<file path="config.mk">
export PLATFORM = sky130hd
export DESIGN_NAME = lap_kernel
export DESIGN_NICKNAME = d
export VERILOG_FILES = /design/src/hw/rtl/lap_pkg.sv /design/src/hw/rtl/lap_kernel.sv
export SDC_FILE = /design/constraint.sdc
export NUM_CORES = 1
export LEC_CHECK = 0
export BUFFER_PORTS_ARGS = -buffer_cell sky130_fd_sc_hd__buf_2
export CORE_MARGIN = 2
export CORE_UTILIZATION = 55
export CTS_CLUSTER_DIAMETER = 100
export DETAILED_ROUTE_END_ITERATION = 8
export PLACE_DENSITY = 0.74
export SLEW_MARGIN = 20
export SYNTH_ARGS = -nofsm -noshare
export SYNTH_HDL_FRONTEND = slang
export SYNTH_SLANG_ARGS = --single-unit
</file>
<file path="constraint.sdc">
create_clock -name clk -period 14.1 [get_ports clk]
set_clock_uncertainty 0.2 [all_clocks]
set_input_delay 2.82 -clock clk [delete_from_list [all_inputs] [get_ports clk]]
set_output_delay 2.82 -clock clk [all_outputs]
set_load 0.05 [all_outputs]
</file>
<file path="src/hw/rtl/lap_pkg.sv">
// ----------------------------------------------------------------------------
// lap_pkg
// Shared types, widths and constants for the 3x3 Laplacian filter.
// ----------------------------------------------------------------------------
package lap_pkg;

  localparam int PIX_W        = 8;
  localparam int IMG_W_BITS   = 11;
  localparam int IMG_H_BITS   = 13;
  localparam int GAIN_BITS    = 10;
  localparam int GAIN_FRAC    = 10;
  localparam int CFG_DATA_W   = 13;
  localparam int CFG_IDX_W    = 2;
  localparam int SUM_W        = 12;
  localparam int N_RESULTS    = 4;

  localparam int MAX_WIDTH_DEF  = 1024;
  localparam int MAX_HEIGHT_DEF = 4096;

  localparam logic [IMG_W_BITS-1:0] WIDTH_RESET  = IMG_W_BITS'(1024);
  localparam logic [IMG_H_BITS-1:0] HEIGHT_RESET = IMG_H_BITS'(1024);
  localparam logic [GAIN_BITS-1:0]  GAIN_RESET   = GAIN_BITS'(461);
  localparam logic [PIX_W-1:0]      PIX_MAX      = PIX_W'(255);

  typedef logic [PIX_W-1:0] pixel_t;

  typedef enum logic [CFG_IDX_W-1:0] {
    REG_IMAGE_WIDTH  = 2'd0,
    REG_IMAGE_HEIGHT = 2'd1,
    REG_GAIN_Q10     = 2'd2
  } cfg_reg_t;

  // One new window column plus its position flags.
  typedef struct packed {
    pixel_t top;
    pixel_t mid;
    pixel_t bot;
    logic   first_col;
    logic   first_row;
    logic   last_col;
    logic   last_row;
  } col_t;

  // One raw kernel response, two's complement.
  typedef struct packed {
    logic [SUM_W-1:0] sum;
    logic             eof;
    logic             last;
  } resp_t;

endpackage

</file>
<file path="src/hw/rtl/lap_kernel.sv">
// ----------------------------------------------------------------------------
// lap_kernel
// Response register, gain multiply, clamp and output register.
// ----------------------------------------------------------------------------
module lap_kernel (
  input  logic                            clk,
  input  logic                            rst,
  input  logic [lap_pkg::GAIN_BITS-1:0]   gain_q10,
  input  logic                            resp_valid,
  output logic                            resp_ready,
  input  lap_pkg::resp_t                  resp,
  output logic                            out_valid,
  input  logic                            out_ready,
  output lap_pkg::pixel_t                 pixel_out,
  output logic                            end_of_frame,
  output logic                            last_in_run
);
  import lap_pkg::*;

  localparam int PROD_W  = SUM_W - 1 + GAIN_BITS;
  localparam int SCALE_W = PROD_W - GAIN_FRAC;

  logic  s3_valid;
  resp_t s3;

  logic               out_free;
  logic               s3_adv;
  logic               positive;
  logic [PROD_W-1:0]  prod;
  logic [SCALE_W-1:0] scaled;
  pixel_t             pix_next;

  assign out_free   = !out_valid || out_ready;
  assign s3_adv     = s3_valid && out_free;
  assign resp_ready = !s3_valid || out_free;

  always_comb begin
    positive = !s3.sum[SUM_W-1] && (s3.sum != '0);
    prod     = PROD_W'(s3.sum[SUM_W-2:0]) * PROD_W'(gain_q10);
    scaled   = prod[PROD_W-1:GAIN_FRAC];
    if (!positive) begin
      pix_next = '0;
    end else if (scaled > SCALE_W'(PIX_MAX)) begin
      pix_next = PIX_MAX;
    end else begin
      pix_next = scaled[PIX_W-1:0];
    end
  end

  always_ff @(posedge clk) begin
    if (rst) begin
      s3_valid  <= 1'b0;
      out_valid <= 1'b0;
    end else begin
      if (resp_valid && resp_ready) begin
        s3_valid <= 1'b1;
      end else if (s3_adv) begin
        s3_valid <= 1'b0;
      end
      if (s3_adv) begin
        out_valid <= 1'b1;
      end else if (out_ready) begin
        out_valid <= 1'b0;
      end
    end
  end

  always_ff @(posedge clk) begin
    if (resp_valid && resp_ready) begin
      s3 <= resp;
    end
    if (s3_adv) begin
      pixel_out    <= pix_next;
      end_of_frame <= s3.eof;
      last_in_run  <= s3.last;
    end
  end

endmodule

</file>
==> reports/metrics.cfg <==
[outcome]
status = complete, no violations

[placement]
dp_cells = 589
dpl_cell_area_um2 = 4810
gp_congestion = 0.885
place_hpwl_mm = 7.86
portBuffers = 39

[power_and_ir_drop]
ir_worst_vdd_mv = 0.110
powerDensity_nw_per_um2 = 182
p_leak_nw = 2.42

[detailed_routing]
wl_mm = 9.57
drtIter0Drc = 165
num_vias = 3286
vias_per_cell = 5.54
wire_per_inst_um = 16.1
drc_errors = 0
ant_nets = 0
dr.pass1.iters = 4

[grt]
grt_use_total = 0.227
grt_pass1_vias = 3418
antenna_found_initial = 0
grt_pass1_wl_mm = 16.1
overflow = 0
grt_max_degree = 16

[die]
rows = 33
io_pins = 40
die_h_um = 95.5
die_w_um = 95.5
initial_core_util = 0.564
fp.coreArea_um2 = 8180
dieArea_um2 = 9130

[sta]
timing.hold.ws_ns = 0.233
finalSetupTns_ns = 0
period_needed_ns = 8.08
max_slew_margin = 0.405
final.period_utilization = 0.573
final-hold-violation-count = 0
grt_setup_unrepaired = false
max_freq_ghz = 0.124
setup_violations = 0
worstMarginPinSlew_ns = 0.891
maxSlewViolCount = 0

[clock_network]
cts_root_buf = clkbuf_8
cts_buffers = 3
cts_setup_buffers = 0
ctsHoldBuffers = 0
clk_latency_ns = 0.27
htreeDepth = 1
max-clock-path-buffers = 2
tritoncts = built
cts_resized = 0
cts.sinks = 26
clk_pin_slew_ns = 0.09

[run]
cap_violations = 0

[logic_synthesis]
yosys.area.top_type = fa_1
synth_compound_area_frac = 0.0969
synthCells = 468
synth_edf_count = 24
yosysMostFrequentCell = inv_1
ys_top_cells_by_count = 70 x inv_1, 69 x fa_1, 60 x and2_1
synth_area_um2 = 4610
synth.area.top_cells = fa_1 30%, edfxtp_1 16%, ha_1 15%
synth-adder-area-share = 0.446
synthXorXnorAreaFrac = 0.0190
yosysUniqueCellTypes = 51
avgSynthCellArea_um2 = 9.85
synth_ff_type = edfxtp_1
synth_nets = 619
yosys.area_share.simple = 0.188
async_flop_share = 0
ys_warn_count = 0
ys_seq_area_frac = 0.165
yosysTopAreaCellShare = 0.300
synth_top_family_by_area = adder cells
ys_ff_latch = 26
synthMuxAreaShare = 0

[finish]
fin_util = 0.597
num_antenna_cells = 0
drive_above_1_share = 0.123
nNetsFinal = 640
fillers = 733
syn_to_final_growth_pct = 5.81
instances_no_fill = 593
final_cell_area_um2 = 4880

[setup_path]
r2r-start = s3[8]$_DFFE_PP_
crit_fanout = 11
crit_type = in2reg
worstPathArrival_ns = 7.92
reg2reg_setup_slack_ns = 8.01
rr_endpoint = pixel_out[3]$_SDFFCE_PN0P_
cp-startpoint = gain_q10[3]
end_kind = register
start_kind = input pin
critPathCapture = pixel_out[3]$_SDFFCE_PN0P_
required_ns = 13.93
r2r_cells = 19

[min_path]
hold_class = reg2reg

[flip-flops by register name, indices dropped and copies added, names as in the netlist]
name and cells:
s3 14, s3_valid 1, pixel_out 8, out_valid 1
last_in_run 1, end_of_frame 1
[how the worst min path moves through the flow]
stage                    startpoint  depth (start not counted)                      to
floorplan           s3[1]$_DFFE_PP_                          0  end_of_frame$_DFFE_PP_
global placement    s3[1]$_DFFE_PP_                          0  end_of_frame$_DFFE_PP_
detailed placement  s3[0]$_DFFE_PP_                          0   last_in_run$_DFFE_PP_
CTS                 s3[0]$_DFFE_PP_                          0   last_in_run$_DFFE_PP_
global route        s3[1]$_DFFE_PP_                          0  end_of_frame$_DFFE_PP_
finish              s3[0]$_DFFE_PP_                          0   last_in_run$_DFFE_PP_
[through the flow]
stage | power (mW) | setup WS [ns]
2_1_floorplan | 0.718 | 6.11
3_3_place_gp | 0.822 | 5.89
3_5_place_dp | 0.826 | 5.79
4_1_cts | 0.892 | 6.07
5_1_grt | 0.989 | 5.69
6_report | 0.888 | 6.02
[power by group]
part	total, mW	internal (mW)	switching (mW)
logic	0.721	0.284	0.436
registers	0.107	0.0979	0.00882
clock network	0.0604	0.0380	0.0225
total	0.888	0.420	0.468
[placed cells by master, fill, tap and decap left out, types with 4 or more instances in the layout]
cell type and n:
xor2_1 4, a21o_1 5, and2_2 6, inv_1 70, nor2_1 11, and2_1 60
a21oi_1 17, o21a_1 11, edfxtp_1 24, o21ai_0 4, fa_1 69, nand2_1 54
xnor2_1 6, ha_1 54, nand3_1 5, buf_2 39
[layout make-up]
type                            instances  area (µm²)  area share
Clock buffer                            3        41.3     0.00847
Clock inverter                          1        30.0     0.00616
Inverter                               70         263      0.0539
Multi-Input combinational cell        349        3460       0.709
Sequential cell                        26         761       0.156
Tap cell                              105         131      0.0269
Timing Repair Buffer                   39         195      0.0400
[routing by layer]
metal  up-vias  routed length [µm]  global-route usage
met5         -                   0                   0
met4         0                 110              0.0310
met3        11                 333              0.0190
met2        71                4820               0.389
met1      1653                4310               0.324
li1       1551                   -                   -
[critical path, stage by stage]
cell       delay (ns)
buf_2            0.19
nand2_1          0.10
fa_1             0.55
inv_1            0.05
fa_1             0.50
inv_1            0.05
fa_1             0.47
inv_1            0.06
fa_1             0.53
inv_1            0.06
fa_1             0.54
inv_1            0.05
ha_1             0.31
a21oi_1          0.28
o21ai_1          0.13
a2bb2oi_1        0.26
a211oi_1         0.12
nor3b_1          0.35
o2111ai_4        0.24
o21a_1           0.25
[logic make-up (layout without fill, tap and decap cells)]
kind of cell | count (synthesis) | in the layout
AO/OA/AOI/OAI | 58 | 58
XOR/XNOR | 10 | 10
adder cells (fa/ha/maj) | 123 | 123
buffers and inverters | 93 | 113
flip-flops | 26 | 26
AND/OR/NAND/NOR | 158 | 158
Power figures use the tool's default switching activity.
