<file path="src/hw/rtl/lap_pkg.sv">
// ----------------------------------------------------------------------------
// lap_pkg
// Shared types, widths and constants for the 3x3 Laplacian filter.
// ----------------------------------------------------------------------------
package lap_pkg;

  localparam int PIX_W        = 8;
  localparam int IMG_W_BITS   = 11;
  localparam int IMG_H_BITS   = 13;
  localparam int GAIN_BITS    = 10;
  localparam int GAIN_FRAC    = 10;
  localparam int CFG_DATA_W   = 13;
  localparam int CFG_IDX_W    = 2;
  localparam int SUM_W        = 12;
  localparam int N_RESULTS    = 4;

  localparam int MAX_WIDTH_DEF  = 1024;
  localparam int MAX_HEIGHT_DEF = 4096;

  localparam logic [IMG_W_BITS-1:0] WIDTH_RESET  = IMG_W_BITS'(1024);
  localparam logic [IMG_H_BITS-1:0] HEIGHT_RESET = IMG_H_BITS'(1024);
  localparam logic [GAIN_BITS-1:0]  GAIN_RESET   = GAIN_BITS'(461);
  localparam logic [PIX_W-1:0]      PIX_MAX      = PIX_W'(255);

  typedef logic [PIX_W-1:0] pixel_t;

  typedef enum logic [CFG_IDX_W-1:0] {
    REG_IMAGE_WIDTH  = 2'd0,
    REG_IMAGE_HEIGHT = 2'd1,
    REG_GAIN_Q10     = 2'd2
  } cfg_reg_t;

  // One new window column plus its position flags.
  typedef struct packed {
    pixel_t top;
    pixel_t mid;
    pixel_t bot;
    logic   first_col;
    logic   first_row;
    logic   last_col;
    logic   last_row;
  } col_t;

  // One raw kernel response, two's complement.
  typedef struct packed {
    logic [SUM_W-1:0] sum;
    logic             eof;
    logic             last;
  } resp_t;

endpackage

</file>
<file path="src/hw/rtl/lap_window.sv">
// ----------------------------------------------------------------------------
// lap_window
// 3x3 window register and result issue. Each column word yields up to four
// kernel responses, one per cycle while resp_ready is high, border replicated.
// ----------------------------------------------------------------------------
module lap_window (
  input  logic           clk,
  input  logic           rst,
  input  logic           col_valid,
  output logic           col_ready,
  input  lap_pkg::col_t  col,
  output logic           resp_valid,
  input  logic           resp_ready,
  output lap_pkg::resp_t resp
);
  import lap_pkg::*;

  pixel_t win [3][3];
  logic [N_RESULTS-1:0] pending;

  logic [N_RESULTS-1:0] mask_new;
  logic [N_RESULTS-1:0] pick;
  logic [N_RESULTS-1:0] rest;
  logic                 issue;
  logic                 col_acc;
  logic                 col_shift;
  logic                 row_shift;
  pixel_t               cl [3];
  pixel_t               cm [3];
  pixel_t               cr [3];
  pixel_t               t [3][3];
  logic [SUM_W-1:0]     sum;

  always_comb begin
    mask_new[0] = !col.first_col && !col.first_row;
    mask_new[1] = !col.first_col && col.last_row;
    mask_new[2] = col.last_col && !col.first_row;
    mask_new[3] = col.last_col && col.last_row;
  end

  assign pick       = pending & (~pending + N_RESULTS'(1));
  assign rest       = pending & ~pick;
  assign resp_valid = |pending;
  assign issue      = resp_valid && resp_ready;
  assign col_ready  = !resp_valid || (issue && (rest == '0));
  assign col_acc    = col_valid && col_ready;

  assign col_shift = pick[2] | pick[3];
  assign row_shift = pick[1] | pick[3];

  always_comb begin
    for (int k = 0; k < 3; k++) begin
      cl[k] = col_shift ? win[1][k] : win[0][k];
      cm[k] = col_shift ? win[2][k] : win[1][k];
      cr[k] = win[2][k];
    end
    t[0][0] = row_shift ? cl[1] : cl[0];
    t[0][1] = row_shift ? cl[2] : cl[1];
    t[0][2] = cl[2];
    t[1][0] = row_shift ? cm[1] : cm[0];
    t[1][1] = row_shift ? cm[2] : cm[1];
    t[1][2] = cm[2];
    t[2][0] = row_shift ? cr[1] : cr[0];
    t[2][1] = row_shift ? cr[2] : cr[1];
    t[2][2] = cr[2];
    sum = (SUM_W'(t[1][1]) << 3)
        - SUM_W'(t[0][0]) - SUM_W'(t[0][1]) - SUM_W'(t[0][2])
        - SUM_W'(t[1][0]) - SUM_W'(t[1][2])
        - SUM_W'(t[2][0]) - SUM_W'(t[2][1]) - SUM_W'(t[2][2]);
  end

  assign resp.sum  = sum;
  assign resp.eof  = pick[3];
  assign resp.last = (rest == '0);

  always_ff @(posedge clk) begin
    if (rst) begin
      pending <= '0;
      for (int i = 0; i < 3; i++) begin
        for (int k = 0; k < 3; k++) begin
          win[i][k] <= '0;
        end
      end
    end else begin
      if (col_acc) begin
        pending <= mask_new;
        if (col.first_col) begin
          for (int i = 0; i < 3; i++) begin
            win[i][0] <= col.top;
            win[i][1] <= col.mid;
            win[i][2] <= col.bot;
          end
        end else begin
          for (int k = 0; k < 3; k++) begin
            win[0][k] <= win[1][k];
            win[1][k] <= win[2][k];
          end
          win[2][0] <= col.top;
          win[2][1] <= col.mid;
          win[2][2] <= col.bot;
        end
      end else if (issue) begin
        pending <= rest;
      end
    end
  end

endmodule

</file>
<file path="config.mk">
export PLATFORM = sky130hd
export DESIGN_NAME = lap_window
export DESIGN_NICKNAME = d
export VERILOG_FILES = /design/src/hw/rtl/lap_pkg.sv /design/src/hw/rtl/lap_window.sv
export SDC_FILE = /design/constraint.sdc
export NUM_CORES = 1
export LEC_CHECK = 0
export ABC_AREA = 1
export BUFFER_PORTS_ARGS = -buffer_cell sky130_fd_sc_hd__buf_2
export CAP_MARGIN = 15
export CORE_MARGIN = 3
export CORE_UTILIZATION = 56
export CTS_BUF_LIST = sky130_fd_sc_hd__clkbuf_8
export DETAILED_ROUTE_END_ITERATION = 6
export PLACE_DENSITY = 0.82
export SETUP_SLACK_MARGIN = 0.3
export SLEW_MARGIN = 10
export SYNTH_ARGS = -nofsm -noshare
export SYNTH_HDL_FRONTEND = slang
export SYNTH_SLANG_ARGS = --single-unit
export TNS_END_PERCENT = 5
</file>
<file path="constraint.sdc">
create_clock -name clk -period 6.1 [get_ports clk]
set_input_delay 0.305 -clock clk [delete_from_list [all_inputs] [get_ports clk]]
set_output_delay 0.305 -clock clk [all_outputs]
set_load 0.01 [all_outputs]
</file>
==> impl_metrics.json, run 1 <==
{
  "synthToLayoutAreaGrowth_pct": 10.0,
  "cts_buffers": 9,
  "synth-seq-cells": 76,
  "grt_overflow": 0,
  "end_kind": "primary output",
  "hold_path.class": "in2reg",
  "seq_area_frac_synth": 0.367,
  "final_area_sq_um": 6720,
  "die_y_um": 110,
  "n_fill_cell": 871,
  "core_sq_um": 10500,
  "antenna_found_initial": 0,
  "root_buffer": "clkbuf_8",
  "io_pins": 48,
  "synth-compound-area-share": 0.139,
  "place_inst": 880,
  "first_iter_violations": 541,
  "route.detailed.drc": 0,
  "final_antenna_net_count": 0,
  "routed_wl_mm": 13.5,
  "final.setup.tns_ps": 0,
  "synth_top_family_by_area": "adder cells",
  "cts_buffer_depth": 2,
  "syn-cell-area_sq_um": 6110,
  "cts.clk_slew.worst_paths_ps": 70,
  "hold_viol": 0,
  "grt_pass1_vias": 4755,
  "slew_headroom": 0.434,
  "fin_worst_skew_ps": 11.9,
  "grt_max_degree": 63,
  "place_congestion": 0.910,
  "setup_viol": 0,
  "synth_adder_area_share": 0.202,
  "hold_depth": 2,
  "nets": 858,
  "track_usage": 0.226,
  "multi_input_area_sq_um": 3180,
  "cp.arrival_ps": 5120,
  "htree_levels": 3,
  "final_common_cell": "inv_1",
  "avgSynthCellArea_sq_um": 8.46,
  "via_per_inst": 5.40,
  "min_period_ps": 5420,
  "fmax_mhz": 184,
  "ys_types": 32,
  "r2r_cells": 8,
  "crit_fanout": 34,
  "synth.area.top_cells": "edfxtp_1, fa_1, inv_1",
  "hold_end": "pending[0]",
  "dpl_cell_area_sq_um": 6410,
  "rsz0062_at_grt": "false",
  "synthCells": 722,
  "cts_tree": "done",
  "hold_start": "rst",
  "synth-simple-area-share": 0.158,
  "io_buffers": 47,
  "synth_fp_nets": 821,
  "rrSetupSlack_ps": 3740,
  "period_share": 0.889,
  "synth.largest_area_cell": "edfxtp_1",
  "grt_pass1_wl_mm": 22.5,
  "tightest_slew_ps": 847,
  "detail_route.wl_per_cell_um": 15.0,
  "startpoint_type": "flip-flop",
  "dieArea_sq_um": 12200,
  "drive_gt1_frac": 0.114,
  "reg2reg_from": "pending[1]",
  "crit_type": "reg2out",
  "drt_pre_antenna_iters": 5,
  "drv_cap": 0,
  "synth_warnings": 0,
  "num_antenna_cells": 0,
  "die_w_um": 110,
  "synth_top_cell_area_share": 0.354,
  "final_cells": 900,
  "r2r-end": "win[0][29]",
  "synthMuxAreaShare": 0.00328,
  "synth_xor_area_frac": 0.0100,
  "vias": 4858,
  "status": "finished, final reports clean",
  "clk_latency_ps": 370,
  "regArea_sq_um": 2240,
  "final_cell_mix": "inv_1, nand2_1, o21ai_0, edfxtp_1, fa_1",
  "rows": 37,
  "whs_ps": 194,
  "hpwlAfterDp_mm": 9.97,
  "slew_viol_final": 0,
  "initial_core_util": 0.584,
  "crit_required_ps": 5790,
  "clock-sinks": 76
}
## registers in the layout, summed over array words and instances (netlist names)
| name | count |
|---|---|
| pending | 4 |
| win | 72 |
## cell families after synthesis
group,after synthesis
xor+xnor,7
simple gates,225
buf+inv,185
compound gates,160
flops,76
fa+ha+maj,67
mux,2
## cell type report
type / count / share of cell area
Timing Repair Buffer: 54 / 0.0489
Sequential cell: 76 / 0.334
Inverter: 157 / 0.0880
Tap cell: 136 / 0.0253
Clock buffer: 9 / 0.0184
Clock inverter: 7 / 0.0123
Multi-Input combinational cell: 461 / 0.473
## worst max path at each step
stage | endpoint | startpoint | cells past startpoint | slack, ps
floorplan | resp[13] | pending[2] | 20 | 1310
global placement | resp[13] | pending[0] | 18 | 850
detailed placement | resp[13] | pending[0] | 18 | 680
CTS | resp[13] | pending[3] | 19 | 430
global route | resp[12] | pending[1] | 23 | 310
finish | resp[13] | pending[1] | 17 | 680
## per-layer routing
layer,track usage,routed length [um]
met5,0,0
met4,0.0632,235
met3,0.0466,915
met2,0.360,6300
met1,0.316,6030
## cell usage after synthesis, drive strengths merged
| master | instances |
|---|---|
| dfxtp | 4 |
| nand3 | 19 |
| xnor2 | 2 |
| o21bai | 2 |
| a21oi | 21 |
| a21boi | 1 |
| nor2 | 43 |
| o21a | 2 |
| buf | 15 |
| inv | 157 |
| mux2i | 2 |
| fa | 53 |
| ha | 14 |
| edfxtp | 72 |
| nand2 | 151 |
| o21ai | 122 |
| xor2 | 5 |
| nor3 | 3 |
| clkbuf | 13 |
| o211ai | 12 |
| nand4 | 9 |
## critical path, cell delays in order (launching register included)
cell and delay (ps):
dfxtp_1 350, nor2_4 250, nand2_8 200, buf_16 220, o21ai_0 290, o21ai_0 190
fa_1 510, fa_1 530, fa_1 500, inv_1 50, fa_1 470, inv_1 40
ha_1 330, a21oi_2 230, a21boi_0 210, o21ai_0 100, a21oi_1 130, buf_2 150
## stage by stage
step / worst slack (ps) / util
2_1_floorplan: 1310 / -
3_3_place_gp: 847 / 0.613
3_5_place_dp: 678 / 0.613
4_1_cts: 435 / 0.634
5_1_grt: 307 / 0.643
6_report: 676 / 0.643
## repair_timing
| action | in CTS | in global routing |
|---|---|---|
| setup endpoints to repair | 1 | 8 |
| cloned | 0 | 1 |
| hold buffers | 0 | 0 |
| pin swaps | 0 | 3 |
| gates resized for setup | 2 | 13 |
| buffers inserted | 0 | 3 |
Power of run 1 is not shown: default switching activity piles up to over one toggle a cycle in this logic, so the estimate is an artifact.
==> inputs of run 2 (changes only) <==
- ABC_AREA: 1 -> 0
- GPL_ROUTABILITY_DRIVEN: default -> 0
==> run 2 against run 1 <==
Net effect:
- via count fell by 3.0%
- fmax is 3.3% lower
- first-iteration DRC count rose by 7.2%
- die area grew 10%
- hold slack improved by 37 ps
- critical path depth rose by 1
- synthesized area is 11% higher
- routed wire length up 8.4%
- design area rose by 9.8%
- global-route usage up 0.22 points
- synthesized cell count shrank 21%
- highest routed layer unchanged
==> impl_metrics.json, run 2 <==
{
  "synth_commonest_cells": "inv_1, mux2i_1, edfxtp_1",
  "nets": 701,
  "synthMuxAreaShare": 0.211,
  "status": "finished, final reports clean",
  "largest_register": "win",
  "hold_viol": 0,
  "synth_fp_nets": 671,
  "grt_pass1_wl_mm": 24.1,
  "final.setup.tns_ps": 0,
  "cts_tree": "done",
  "core_sq_um": 11600,
  "vias": 4711,
  "root_buffer": "clkbuf_8",
  "die_y_um": 116,
  "routed_wl_mm": 14.6,
  "final_cell_mix": "inv_1, mux2i_1, edfxtp_1, fa_1, buf_2",
  "syn-cell-area_sq_um": 6780,
  "synthArstFlopShare": 0,
  "slew_headroom": 0.418,
  "synth.area.top_cells": "edfxtp_1, fa_1, mux2i_1",
  "synth-seq-cells": 76,
  "initial_core_util": 0.583,
  "final_area_sq_um": 7380,
  "synth_top_cell_area_share": 0.319,
  "final_common_cell": "inv_1",
  "min_period_ps": 5610,
  "cts_hold_buf": 0,
  "io_buffers": 47,
  "clk_latency_ps": 360,
  "io_pins": 48,
  "route.detailed.drc": 0,
  "hold_path.class": "in2reg",
  "first_iter_violations": 580,
  "hpwlAfterDp_mm": 10.3,
  "synth-compound-area-share": 0.0513,
  "startpoint_type": "flip-flop",
  "grt_max_degree": 83,
  "grt_pass1_vias": 4633,
  "cp.arrival_ps": 5300,
  "synth.largest_area_cell": "edfxtp_1",
  "synth_xor_area_frac": 0.0155,
  "fmax_mhz": 178,
  "largest_registers": "win (72), pending (4)",
  "synth_warnings": 0,
  "final_core_util": 0.636,
  "final_cells": 750,
  "end_kind": "primary output",
  "slew_viol_final": 0,
  "seq_area_frac_synth": 0.331,
  "synthToLayoutAreaGrowth_pct": 8.99,
  "crit_required_ps": 5790,
  "period_share": 0.920,
  "drive_gt1_frac": 0.247,
  "antenna_found_initial": 0,
  "setup_viol": 0,
  "num_antenna_cells": 0,
  "drt_pre_antenna_iters": 5,
  "place_inst": 727,
  "dieArea_sq_um": 13500,
  "synthCells": 572,
  "clock-sinks": 76,
  "cts.clk_slew.worst_paths_ps": 70,
  "track_usage": 0.228,
  "grt_overflow": 0,
  "fin_worst_skew_ps": 8.44,
  "tightest_slew_ps": 874,
  "cts_buffers": 9,
  "final_antenna_net_count": 0,
  "htree_levels": 3,
  "crit_type": "reg2out",
  "drv_cap": 0,
  "synth-edff-count": 72,
  "rows": 39,
  "synth.most_common_cell": "inv_1",
  "detail_route.wl_per_cell_um": 19.5,
  "synthFlopType": "edfxtp_1",
  "crit_fanout": 14,
  "synth_top_family_by_area": "multiplexers",
  "die_w_um": 116,
  "rsz0062_at_grt": "true",
  "dpl_cell_area_sq_um": 7060,
  "ys_types": 55,
  "avgSynthCellArea_sq_um": 11.8,
  "largest_reg_flops": 72,
  "via_per_inst": 6.28,
  "synth-simple-area-share": 0.122,
  "rrSetupSlack_ps": 3150,
  "synth_adder_area_share": 0.184,
  "cts_buffer_depth": 2
}
## run 2: cell types whose count changed after synthesis, sizes merged, moves of 37 or more
cell	delta
inv	-71
mux2i	+80
nand2	-139
nor2	-37
nor4	+48
o21ai	-111
## run 2: layout make-up
| class | instances | area (sq um) |
|---|---|---|
| Clock buffer | 11 | 151 |
| Clock inverter | 5 | 46.3 |
| Fill cell | 887 | 4230 |
| Inverter | 87 | 327 |
| Multi-Input combinational cell | 364 | 4000 |
| Sequential cell | 76 | 2250 |
| Tap cell | 143 | 179 |
| Timing Repair Buffer | 64 | 425 |
## run 2: final timing paths
path,startpoint,end,cells after the start
hold reg to reg,pending[2],pending[2],2
setup reg to reg,pending[0],win[0][63],7
hold / removal,col[2],pending[0],3
setup / recovery,pending[2],resp[13],18
## run 2: critical path, cell delays in order, from the launching register on
cell and delay [ps]:
dfxtp_4 380, nand2b_4 150, a21oi_4 240, buf_4 190, clkbuf_16 170, mux4_2 310
fa_1 520, inv_1 60, fa_1 520, fa_1 500, inv_1 50, fa_1 470
inv_1 40, ha_1 350, a21oi_1 260, o21ai_2 120, o21bai_2 220, a221oi_2 240
buf_2 160
## run 2: logic make-up (layout without fill, tap and decap cells)
group           count (synthesis)  in the layout
compound gates                 47             47
buf+inv                       132            167
mux                           119            119
simple gates                  118            118
fa+ha+maj                      68             68
xor+xnor                       12             12
flops                          76             76
## run 2: timing repair
action | in CTS | in global routing
gates cloned | 0 | 1
setup endpoints to repair | 7 | 8
resized for setup | 0 | 17
setup buffers | 5 | 1
pin swaps | 2 | 1
## run 2: per-stage QoR
stage / hold WS (ps) / setup WS [ps]
after CTS: 227 / 282
after global placement: 594 / 668
after global routing: 233 / 242
final: 231 / 491
after floorplan: 479 / 951
after detailed placement: 607 / 459
## run 2: layer usage
metal,GRT usage,share of wire
met1,0.342,0.43
met2,0.344,0.47
met3,0.0491,0.091
met4,0.0518,0.010
met5,0,0
Power of run 2 is left out for the same reason.
